[config.mk]
export PLATFORM = sky130hd
export DESIGN_NAME = abort_escalation_mode_manager
export DESIGN_NICKNAME = d
export VERILOG_FILES = /design/src/sv/aemm_pkg.sv /design/src/sv/aemm_cfg.sv /design/src/sv/aemm_core.sv /design/src/sv/abort_escalation_mode_manager.sv
export SDC_FILE = /design/constraint.sdc
export NUM_CORES = 1
export LEC_CHECK = 0
export BUFFER_PORTS_ARGS = -buffer_cell sky130_fd_sc_hd__buf_4
export CORE_ASPECT_RATIO = 1.75
export CORE_MARGIN = 2
export CORE_UTILIZATION = 40
export CTS_CLUSTER_SIZE = 30
export DETAILED_ROUTE_END_ITERATION = 10
export HOLD_SLACK_MARGIN = 0.02
export PLACE_DENSITY = 0.56
export SKIP_CTS_REPAIR_TIMING = 1
export SLEW_MARGIN = 10
export SYNTH_ARGS = -nofsm -noshare
export SYNTH_HDL_FRONTEND = slang
export SYNTH_HIERARCHICAL = 1
export SYNTH_SLANG_ARGS = --single-unit
[constraint.sdc]
create_clock -name clk_i -period 11.97 [get_ports clk_i]
set_input_delay 2.394 -clock clk_i [delete_from_list [all_inputs] [get_ports clk_i]]
set_output_delay 2.394 -clock clk_i [all_outputs]
set_load 0.02 [all_outputs]
[src/sv/aemm_pkg.sv]
// Types, constants and helper functions of the abort escalation mode manager.
package aemm_pkg;

  // Field widths
  localparam int unsigned StepW  = 32;
  localparam int unsigned PosW   = 32;
  localparam int unsigned CountW = 20;
  localparam int unsigned CodeW  = 2;
  localparam int unsigned CfgW   = 32;
  localparam int unsigned IdxW   = 3;

  // Stream widths, padded to whole bytes
  localparam int unsigned InTdataW  = 136;
  localparam int unsigned OutTdataW = 104;

  localparam logic [CountW-1:0] CountMax = {CountW{1'b1}};

  // Configuration register indexes
  localparam logic [IdxW-1:0] RegHoldTimeout    = 3'd0;
  localparam logic [IdxW-1:0] RegRetreatTimeout = 3'd1;
  localparam logic [IdxW-1:0] RegDeescalate     = 3'd2;
  localparam logic [IdxW-1:0] RegRetreatX       = 3'd3;
  localparam logic [IdxW-1:0] RegRetreatY       = 3'd4;
  localparam logic [IdxW-1:0] RegRetreatZ       = 3'd5;
  localparam logic [IdxW-1:0] RegSafeY          = 3'd6;

  // Reset values of the configuration registers
  localparam logic [StepW-1:0]  HoldTimeoutRst    = 32'd3000;
  localparam logic [StepW-1:0]  RetreatTimeoutRst = 32'd6000;
  localparam logic [CountW-1:0] DeescalateRst     = 20'd500;

  // Mode codes as they appear on the result stream
  localparam logic [CodeW-1:0] CodeNominal = 2'd0;
  localparam logic [CodeW-1:0] CodeHold    = 2'd1;
  localparam logic [CodeW-1:0] CodeRetreat = 2'd2;
  localparam logic [CodeW-1:0] CodeSafe    = 2'd3;

  // Internal one-hot mode state
  typedef enum logic [3:0] {
    ST_NOMINAL = 4'b0001,
    ST_HOLD    = 4'b0010,
    ST_RETREAT = 4'b0100,
    ST_SAFE    = 4'b1000
  } mode_e;

  typedef struct packed {
    logic [StepW-1:0]  hold_timeout_steps;
    logic [StepW-1:0]  retreat_timeout_steps;
    logic [CountW-1:0] deescalate_steps;
    logic signed [PosW-1:0] retreat_x;
    logic signed [PosW-1:0] retreat_y;
    logic signed [PosW-1:0] retreat_z;
    logic signed [PosW-1:0] safe_y;
  } cfg_t;

  typedef struct packed {
    logic [StepW-1:0]       step_number;
    logic                   fault_active;
    logic                   fault_is_latched;
    logic signed [PosW-1:0] nav_x;
    logic signed [PosW-1:0] nav_y;
    logic signed [PosW-1:0] nav_z;
  } in_item_t;

  typedef struct packed {
    logic [CodeW-1:0]       mode;
    logic [CodeW-1:0]       previous_mode;
    logic                   override_on;
    logic signed [PosW-1:0] override_x;
    logic signed [PosW-1:0] override_y;
    logic signed [PosW-1:0] override_z;
  } out_item_t;

  // Map the one-hot mode onto its stream code.
  function automatic logic [CodeW-1:0] mode_code(mode_e m);
    logic [CodeW-1:0] c;
    case (m)
      ST_NOMINAL: c = CodeNominal;
      ST_HOLD:    c = CodeHold;
      ST_RETREAT: c = CodeRetreat;
      ST_SAFE:    c = CodeSafe;
      default:    c = CodeNominal;
    endcase
    return c;
  endfunction

endpackage

[src/sv/aemm_cfg.sv]
// Configuration register file of the abort escalation mode manager.
module aemm_cfg (
  input  logic                      clk_i,
  input  logic                      rst_ni,
  input  logic                      cfg_we_i,
  input  logic [aemm_pkg::IdxW-1:0] cfg_index_i,
  input  logic [aemm_pkg::CfgW-1:0] cfg_wdata_i,
  output aemm_pkg::cfg_t            cfg_o
);
  import aemm_pkg::*;

  cfg_t cfg_q;
  cfg_t cfg_d;

  // Decode the write into the addressed register; unknown indexes are dropped.
  always_comb begin
    cfg_d = cfg_q;
    if (cfg_we_i) begin
      case (cfg_index_i)
        RegHoldTimeout:    cfg_d.hold_timeout_steps    = cfg_wdata_i;
        RegRetreatTimeout: cfg_d.retreat_timeout_steps = cfg_wdata_i;
        RegDeescalate:     cfg_d.deescalate_steps      = cfg_wdata_i[CountW-1:0];
        RegRetreatX:       cfg_d.retreat_x             = $signed(cfg_wdata_i);
        RegRetreatY:       cfg_d.retreat_y             = $signed(cfg_wdata_i);
        RegRetreatZ:       cfg_d.retreat_z             = $signed(cfg_wdata_i);
        RegSafeY:          cfg_d.safe_y                = $signed(cfg_wdata_i);
        default:           cfg_d = cfg_q;
      endcase
    end
  end

  always_ff @(posedge clk_i or negedge rst_ni) begin
    if (!rst_ni) begin
      cfg_q.hold_timeout_steps    <= HoldTimeoutRst;
      cfg_q.retreat_timeout_steps <= RetreatTimeoutRst;
      cfg_q.deescalate_steps      <= DeescalateRst;
      cfg_q.retreat_x             <= '0;
      cfg_q.retreat_y             <= '0;
      cfg_q.retreat_z             <= '0;
      cfg_q.safe_y                <= '0;
    end else begin
      cfg_q <= cfg_d;
    end
  end

  assign cfg_o = cfg_q;

endmodule

[src/sv/aemm_core.sv]
// Mode state, escalation logic and override selection for one control step.
module aemm_core (
  input  logic                clk_i,
  input  logic                rst_ni,
  input  logic                step_en_i,
  input  aemm_pkg::in_item_t  item_i,
  input  aemm_pkg::cfg_t      cfg_i,
  output aemm_pkg::out_item_t result_o
);
  import aemm_pkg::*;

  mode_e              mode_q, mode_d;
  mode_e              last_q, last_d;
  logic [StepW-1:0]   entry_q, entry_d;
  logic [CountW-1:0]  stable_q, stable_d;
  logic [StepW-1:0]   elapsed;
  logic [CountW-1:0]  stable_inc;

  // Steps since the last transition, modulo the step counter width.
  assign elapsed    = item_i.step_number - entry_q;
  assign stable_inc = (stable_q == CountMax) ? CountMax : stable_q + 1'b1;

  // Next mode for the step held in the input register.
  always_comb begin
    mode_d   = mode_q;
    last_d   = last_q;
    entry_d  = entry_q;
    stable_d = stable_q;
    case (mode_q)
      ST_NOMINAL: begin
        if (item_i.fault_active) begin
          mode_d   = ST_HOLD;
          last_d   = ST_NOMINAL;
          entry_d  = item_i.step_number;
          stable_d = '0;
        end
      end
      ST_HOLD: begin
        if (item_i.fault_active) begin
          stable_d = '0;
          if (item_i.fault_is_latched || (elapsed > cfg_i.hold_timeout_steps)) begin
            mode_d  = ST_RETREAT;
            last_d  = ST_HOLD;
            entry_d = item_i.step_number;
          end
        end else if (stable_inc > cfg_i.deescalate_steps) begin
          mode_d   = ST_NOMINAL;
          last_d   = ST_HOLD;
          entry_d  = item_i.step_number;
          stable_d = '0;
        end else begin
          stable_d = stable_inc;
        end
      end
      ST_RETREAT: begin
        if (elapsed > cfg_i.retreat_timeout_steps) begin
          mode_d  = ST_SAFE;
          last_d  = ST_RETREAT;
          entry_d = item_i.step_number;
        end
      end
      ST_SAFE: mode_d = ST_SAFE;
      default: mode_d = ST_NOMINAL;
    endcase
  end

  // State advances only when the step moves on to the result register.
  always_ff @(posedge clk_i or negedge rst_ni) begin
    if (!rst_ni) begin
      mode_q   <= ST_NOMINAL;
      last_q   <= ST_NOMINAL;
      entry_q  <= '0;
      stable_q <= '0;
    end else if (step_en_i) begin
      mode_q   <= mode_d;
      last_q   <= last_d;
      entry_q  <= entry_d;
      stable_q <= stable_d;
    end
  end

  // Override position follows the new mode.
  always_comb begin
    result_o.mode          = mode_code(mode_d);
    result_o.previous_mode = mode_code(last_d);
    result_o.override_on   = 1'b0;
    result_o.override_x    = '0;
    result_o.override_y    = '0;
    result_o.override_z    = '0;
    case (mode_d)
      ST_HOLD: begin
        result_o.override_on = 1'b1;
        result_o.override_x  = item_i.nav_x;
        result_o.override_y  = item_i.nav_y;
        result_o.override_z  = item_i.nav_z;
      end
      ST_RETREAT: begin
        result_o.override_on = 1'b1;
        result_o.override_x  = cfg_i.retreat_x;
        result_o.override_y  = cfg_i.retreat_y;
        result_o.override_z  = cfg_i.retreat_z;
      end
      ST_SAFE: begin
        result_o.override_on = 1'b1;
        result_o.override_y  = cfg_i.safe_y;
      end
      default: result_o.override_on = 1'b0;
    endcase
  end

endmodule

[src/sv/abort_escalation_mode_manager.sv]
// Top level of the abort escalation mode manager: stream registers and wiring.
//
// One request on the slave stream is one control step: step number, active
// and latched fault flags and the navigated position. For every request the
// block returns exactly one result on the master stream: the new mode, the
// mode before the last transition and the guidance position override.
// Configuration is written through cfg_we_i / cfg_index_i / cfg_wdata_i while
// no step is in flight; a write takes effect at the clock edge it is sampled.
// A request accepted at a clock edge waits in the input register, its mode
// update is captured in the result register once that register is free, and
// the result is then offered on the master stream. Throughput is one step per
// cycle while the receiver does not stall, since the mode update of one step
// completes before the next step reads the state.
// When the receiver stalls, the result register holds its result and the
// input register still takes one more request; s_axis_tready falls only once
// both are full. Reset clears the mode to nominal, the entry step and the
// stability count to zero, the configuration to its defaults and both stream
// registers to empty.
module abort_escalation_mode_manager (
  input  logic                           clk_i,
  input  logic                           rst_ni,
  input  logic                           s_axis_tvalid,
  output logic                           s_axis_tready,
  // step_number[31:0], fault_active[32], fault_is_latched[33], nav_x[65:34],
  // nav_y[97:66], nav_z[129:98], zero padding[135:130]
  input  logic [aemm_pkg::InTdataW-1:0]  s_axis_tdata,
  output logic                           m_axis_tvalid,
  input  logic                           m_axis_tready,
  // mode[1:0], previous_mode[3:2], override_on[4], override_x[36:5],
  // override_y[68:37], override_z[100:69], zero padding[103:101]
  output logic [aemm_pkg::OutTdataW-1:0] m_axis_tdata,
  input  logic                           cfg_we_i,
  input  logic [aemm_pkg::IdxW-1:0]      cfg_index_i,
  input  logic [aemm_pkg::CfgW-1:0]      cfg_wdata_i
);
  import aemm_pkg::*;

  localparam int unsigned OutPadW = OutTdataW - $bits(out_item_t);

  cfg_t       cfg;
  in_item_t   in_item;
  in_item_t   in_item_q;
  out_item_t  result;
  logic       in_valid_q, in_valid_d;
  logic       out_valid_q, out_valid_d;
  logic [OutTdataW-1:0] out_tdata_q;
  logic       out_free;
  logic       advance;
  logic       in_take;

  // Unpack the request payload.
  assign in_item.step_number      = s_axis_tdata[31:0];
  assign in_item.fault_active     = s_axis_tdata[32];
  assign in_item.fault_is_latched = s_axis_tdata[33];
  assign in_item.nav_x            = $signed(s_axis_tdata[65:34]);
  assign in_item.nav_y            = $signed(s_axis_tdata[97:66]);
  assign in_item.nav_z            = $signed(s_axis_tdata[129:98]);

  // Pipeline handshake between the input and result registers.
  assign out_free      = !out_valid_q || m_axis_tready;
  assign advance       = in_valid_q && out_free;
  assign s_axis_tready = !in_valid_q || out_free;
  assign in_take       = s_axis_tvalid && s_axis_tready;

  always_comb begin
    in_valid_d = in_valid_q;
    if (in_take) begin
      in_valid_d = 1'b1;
    end else if (advance) begin
      in_valid_d = 1'b0;
    end
    out_valid_d = out_valid_q;
    if (advance) begin
      out_valid_d = 1'b1;
    end else if (m_axis_tready) begin
      out_valid_d = 1'b0;
    end
  end

  always_ff @(posedge clk_i or negedge rst_ni) begin
    if (!rst_ni) begin
      in_valid_q  <= 1'b0;
      out_valid_q <= 1'b0;
    end else begin
      in_valid_q  <= in_valid_d;
      out_valid_q <= out_valid_d;
    end
  end

  // Payload registers carry no reset.
  always_ff @(posedge clk_i) begin
    if (in_take) begin
      in_item_q <= in_item;
    end
    if (advance) begin
      out_tdata_q <= {{OutPadW{1'b0}}, result.override_z, result.override_y,
                      result.override_x, result.override_on,
                      result.previous_mode, result.mode};
    end
  end

  aemm_cfg u_cfg (
    .clk_i       (clk_i),
    .rst_ni      (rst_ni),
    .cfg_we_i    (cfg_we_i),
    .cfg_index_i (cfg_index_i),
    .cfg_wdata_i (cfg_wdata_i),
    .cfg_o       (cfg)
  );

  aemm_core u_core (
    .clk_i     (clk_i),
    .rst_ni    (rst_ni),
    .step_en_i (advance),
    .item_i    (in_item_q),
    .cfg_i     (cfg),
    .result_o  (result)
  );

  assign m_axis_tvalid = out_valid_q;
  assign m_axis_tdata  = out_tdata_q;

endmodule

==> results.toml <==
[sta]
drv_slew = 0
tightest_slew_ns = 1.21
holdWs_ns = 0.489
post-route-period-util = 0.593
setup_viol = 0
finalSetupTns_ns = 0
rsz0062_at_grt = "false"
skew_ns = 0.0440
relSlewSlack = 0.192
finalHoldViolCount = 0
fin_crit_ns = 7.09
clock.fmax_mhz = 141

[synthesis]
yosysTopAreaCellShare = 0.301
ys_ff_latch = 505
yosys.area.top_type = "edfxtp_1"
synth_edf_count = 231
synth_flop_cell = "dfrtp_1"
yosysWarnings = 6
synth.most_common_cell = "dfrtp_1"
yosys-top-cells-area = "edfxtp_1, dfrtp_1, mux2_2"
syn-cell-area_um2 = 23100
ys_top_cells_by_count = "dfrtp_1, edfxtp_1, mux2_2"
postSynth.asyncResetShare = 0.543
synth_area_per_cell_um2 = 13.5
syn_inst = 1708
synth_cell_types = 70
yosysSeqAreaShare = 0.599

[setup_path]
critPathMaxStageDelay_ns = 0.81
path_cells = "inv_1 -> ha_1 -> inv_1 -> fa_1 -> a21o_1 -> a21oi_1 -> o21a_1 -> o31ai_1 -> o31ai_2 -> o2111ai_1 -> a41o_1 -> a21oi_1 -> xnor2_1 -> ha_1 -> nor2b_1 -> o21ai_0 -> or4b_1 -> a211oi_1 -> o31a_1 -> or2_4 -> buf_4 -> a22oi_1 -> nand2_1"
critPathRequiredTime_ns = 12.42
worstPathArrival_ns = 7.54
critPathTopFamily = "compound AO/OA/AOI/OAI gates"
cp-end-kind = "register"
crit_slowest_cell = "buf_4"
cp_max_fo = 76
worstSetupPathType = "reg -> reg"
cp-start-kind = "register"
critical_path_buf_inv_count = 3

[worst_hold_path]
hold_path.class = "reg -> reg"

[placed_design]
io_buffer_count = 272
place_congestion = 0.841
dp.final_hpwl_um = 42000
placed_cell_area_um2 = 25900

[drt]
num_vias = 14600
ant_nets = 0
dr.pass1.iters = 5
drtIter0Drc = 709
remaining_drc_errors = 0
wirelength_um = 59800
wl_per_cell_um = 21.4
via_per_inst = 5.23

[final_layout]
seqCellArea_um2 = 13800
fin_area_um2 = 27600
final_util = 0.484
drive_gt1_frac = 0.305
fillers = 5082
syn_to_final_growth_pct = 19.6
nets = 2275
multi_input_area_um2 = 8430

[global_route]
grt_overflow = 0
first_global_vias = 15500
track_usage = 0.202
grt_pass1_wl_um = 90600
antenna_found_initial = 7
grt_max_degree = 91

[flow_run]
maxCapViolCount = 0

[floorplan]
fp.dieH_um = 322
ios = 282
core_um2 = 57000
start_util = 0.404
fp.dieArea_um2 = 59700
dieWidth_um = 186
rows = 116

[power_and_ir_drop]
ir_drop_mv = 0.124
combPwrFrac = 0.357
p_leak_nw = 12.2
pwr-share-clk = 0.261
pwr_density_cell_nw_per_um2 = 224
seqPwrFrac = 0.382
power.internal_mw = 4.09
p_sw_mw = 2.08
p_sw_frac = 0.337

[clock_tree]
clk_pin_slew_ns = 0.07
clk_path_buf_depth = 3
cts_num_sinks = 505
cts_tree = "built"
numCtsBuffers = 49
htreeDepth = 2
cts_root_buf = "clkbuf_16"
clock_latency_ns = 0.60

[status]
status = "finished clean"
==> worst paths after layout <==
path	start	end	slack, ns	cells after the start
min in group asynchronous	rst_ni	m_axis_tvalid$_DFFE_PN0P_	1.79	1
max in group asynchronous	rst_ni	u_core/last_q[3]$_DFFE_PN0P_	7.96	3
setup / recovery	in_item_q[98]$_DFFE_PP_	m_axis_tdata[57]$_DFFE_PP_	4.88	23
hold / removal	u_cfg/cfg_o[177]$_DFFE_PN0P_	u_cfg/cfg_o[177]$_DFFE_PN0P_	0.49	1
setup reg to reg	in_item_q[98]$_DFFE_PP_	m_axis_tdata[57]$_DFFE_PP_	4.88	23
hold reg to reg	u_cfg/cfg_o[177]$_DFFE_PN0P_	u_cfg/cfg_o[177]$_DFFE_PN0P_	0.49	1
==> registers in the layout, indices dropped and copies added, names as in the netlist <==
register         count
m_axis_tdata       101
u_core/stable_q     20
u_core/entry_q      32
in_item_q          130
m_axis_tvalid        1
u_core/mode_q        4
u_core/last_q        4
u_cfg/cfg_o        212
in_valid_q           1
==> area by class of cell <==
| cell class | count | share of cell area |
|---|---|---|
| Tap cell | 767 | 0.0348 |
| Inverter | 130 | 0.0177 |
| Antenna cell | 7 | 0.000635 |
| Clock buffer | 64 | 0.0483 |
| Clock inverter | 28 | 0.0124 |
| Sequential cell | 505 | 0.501 |
| Multi-Input combinational cell | 1005 | 0.306 |
| Timing Repair Buffer | 291 | 0.0795 |
==> power groups by stage <==
stage / combinational (mW) / clock [mW] / sequential [mW]
3_5_place_dp: 2.21 / 0 / 2.40
6_report: 2.20 / 1.61 / 2.36
2_1_floorplan: 1.47 / 0 / 2.44
5_1_grt: 2.46 / 1.72 / 2.40
4_1_cts: 2.22 / 1.66 / 2.36
3_3_place_gp: 2.14 / 0 / 2.39
==> kinds of logic (layout without fill, tap and decap cells) <==
kind of cell             Yosys count  after routing  share of synthesized area
adder cells (fa/ha/maj)          117            117                     0.0638
AND/OR/NAND/NOR                  289            289                     0.0636
other                              1             10                   0.000163
XOR/XNOR                          46             46                     0.0175
flip-flops                       505            505                      0.599
AO/OA/AOI/OAI                    303            303                     0.0929
multiplexers                     247            247                      0.125
buffers and inverters            200            513                     0.0382
==> stage by stage <==
step | cells | total power, mW | worst slack [ns]
final | 2797 | 6.17 | 4.88
after global routing | 2797 | 6.58 | 4.35
after CTS | 2790 | 6.25 | 4.86
after detailed placement | 2698 | 4.60 | 4.89
after global placement | 2698 | 4.52 | 4.98
after floorplan | 1710 | 3.91 | 5.72
==> routing by layer <==
metal / GRT usage / part of all wire
met4: 0.0929 / 0.046
met2: 0.384 / 0.55
met5: 0 / 0
met3: 0.0244 / 0.036
met1: 0.219 / 0.37
==> cell usage in the layout, fill, tap and decap left out, types with 13 or more instances in the layout <==
master	count
clkbuf_16	49
edfxtp_1	231
mux2_2	178
buf_4	290
and3_1	13
dfrtp_1	252
nor2_1	39
a21oi_1	68
a21o_1	23
a22o_1	78
mux2_4	25
xnor2_1	32
a22oi_1	34
xor2_1	14
ha_1	116
dfstp_2	22
nand2_1	124
nand3_1	23
nand4_1	22
o21ai_0	37
mux2_1	44
inv_1	130
(Power assumes the default switching activity.)
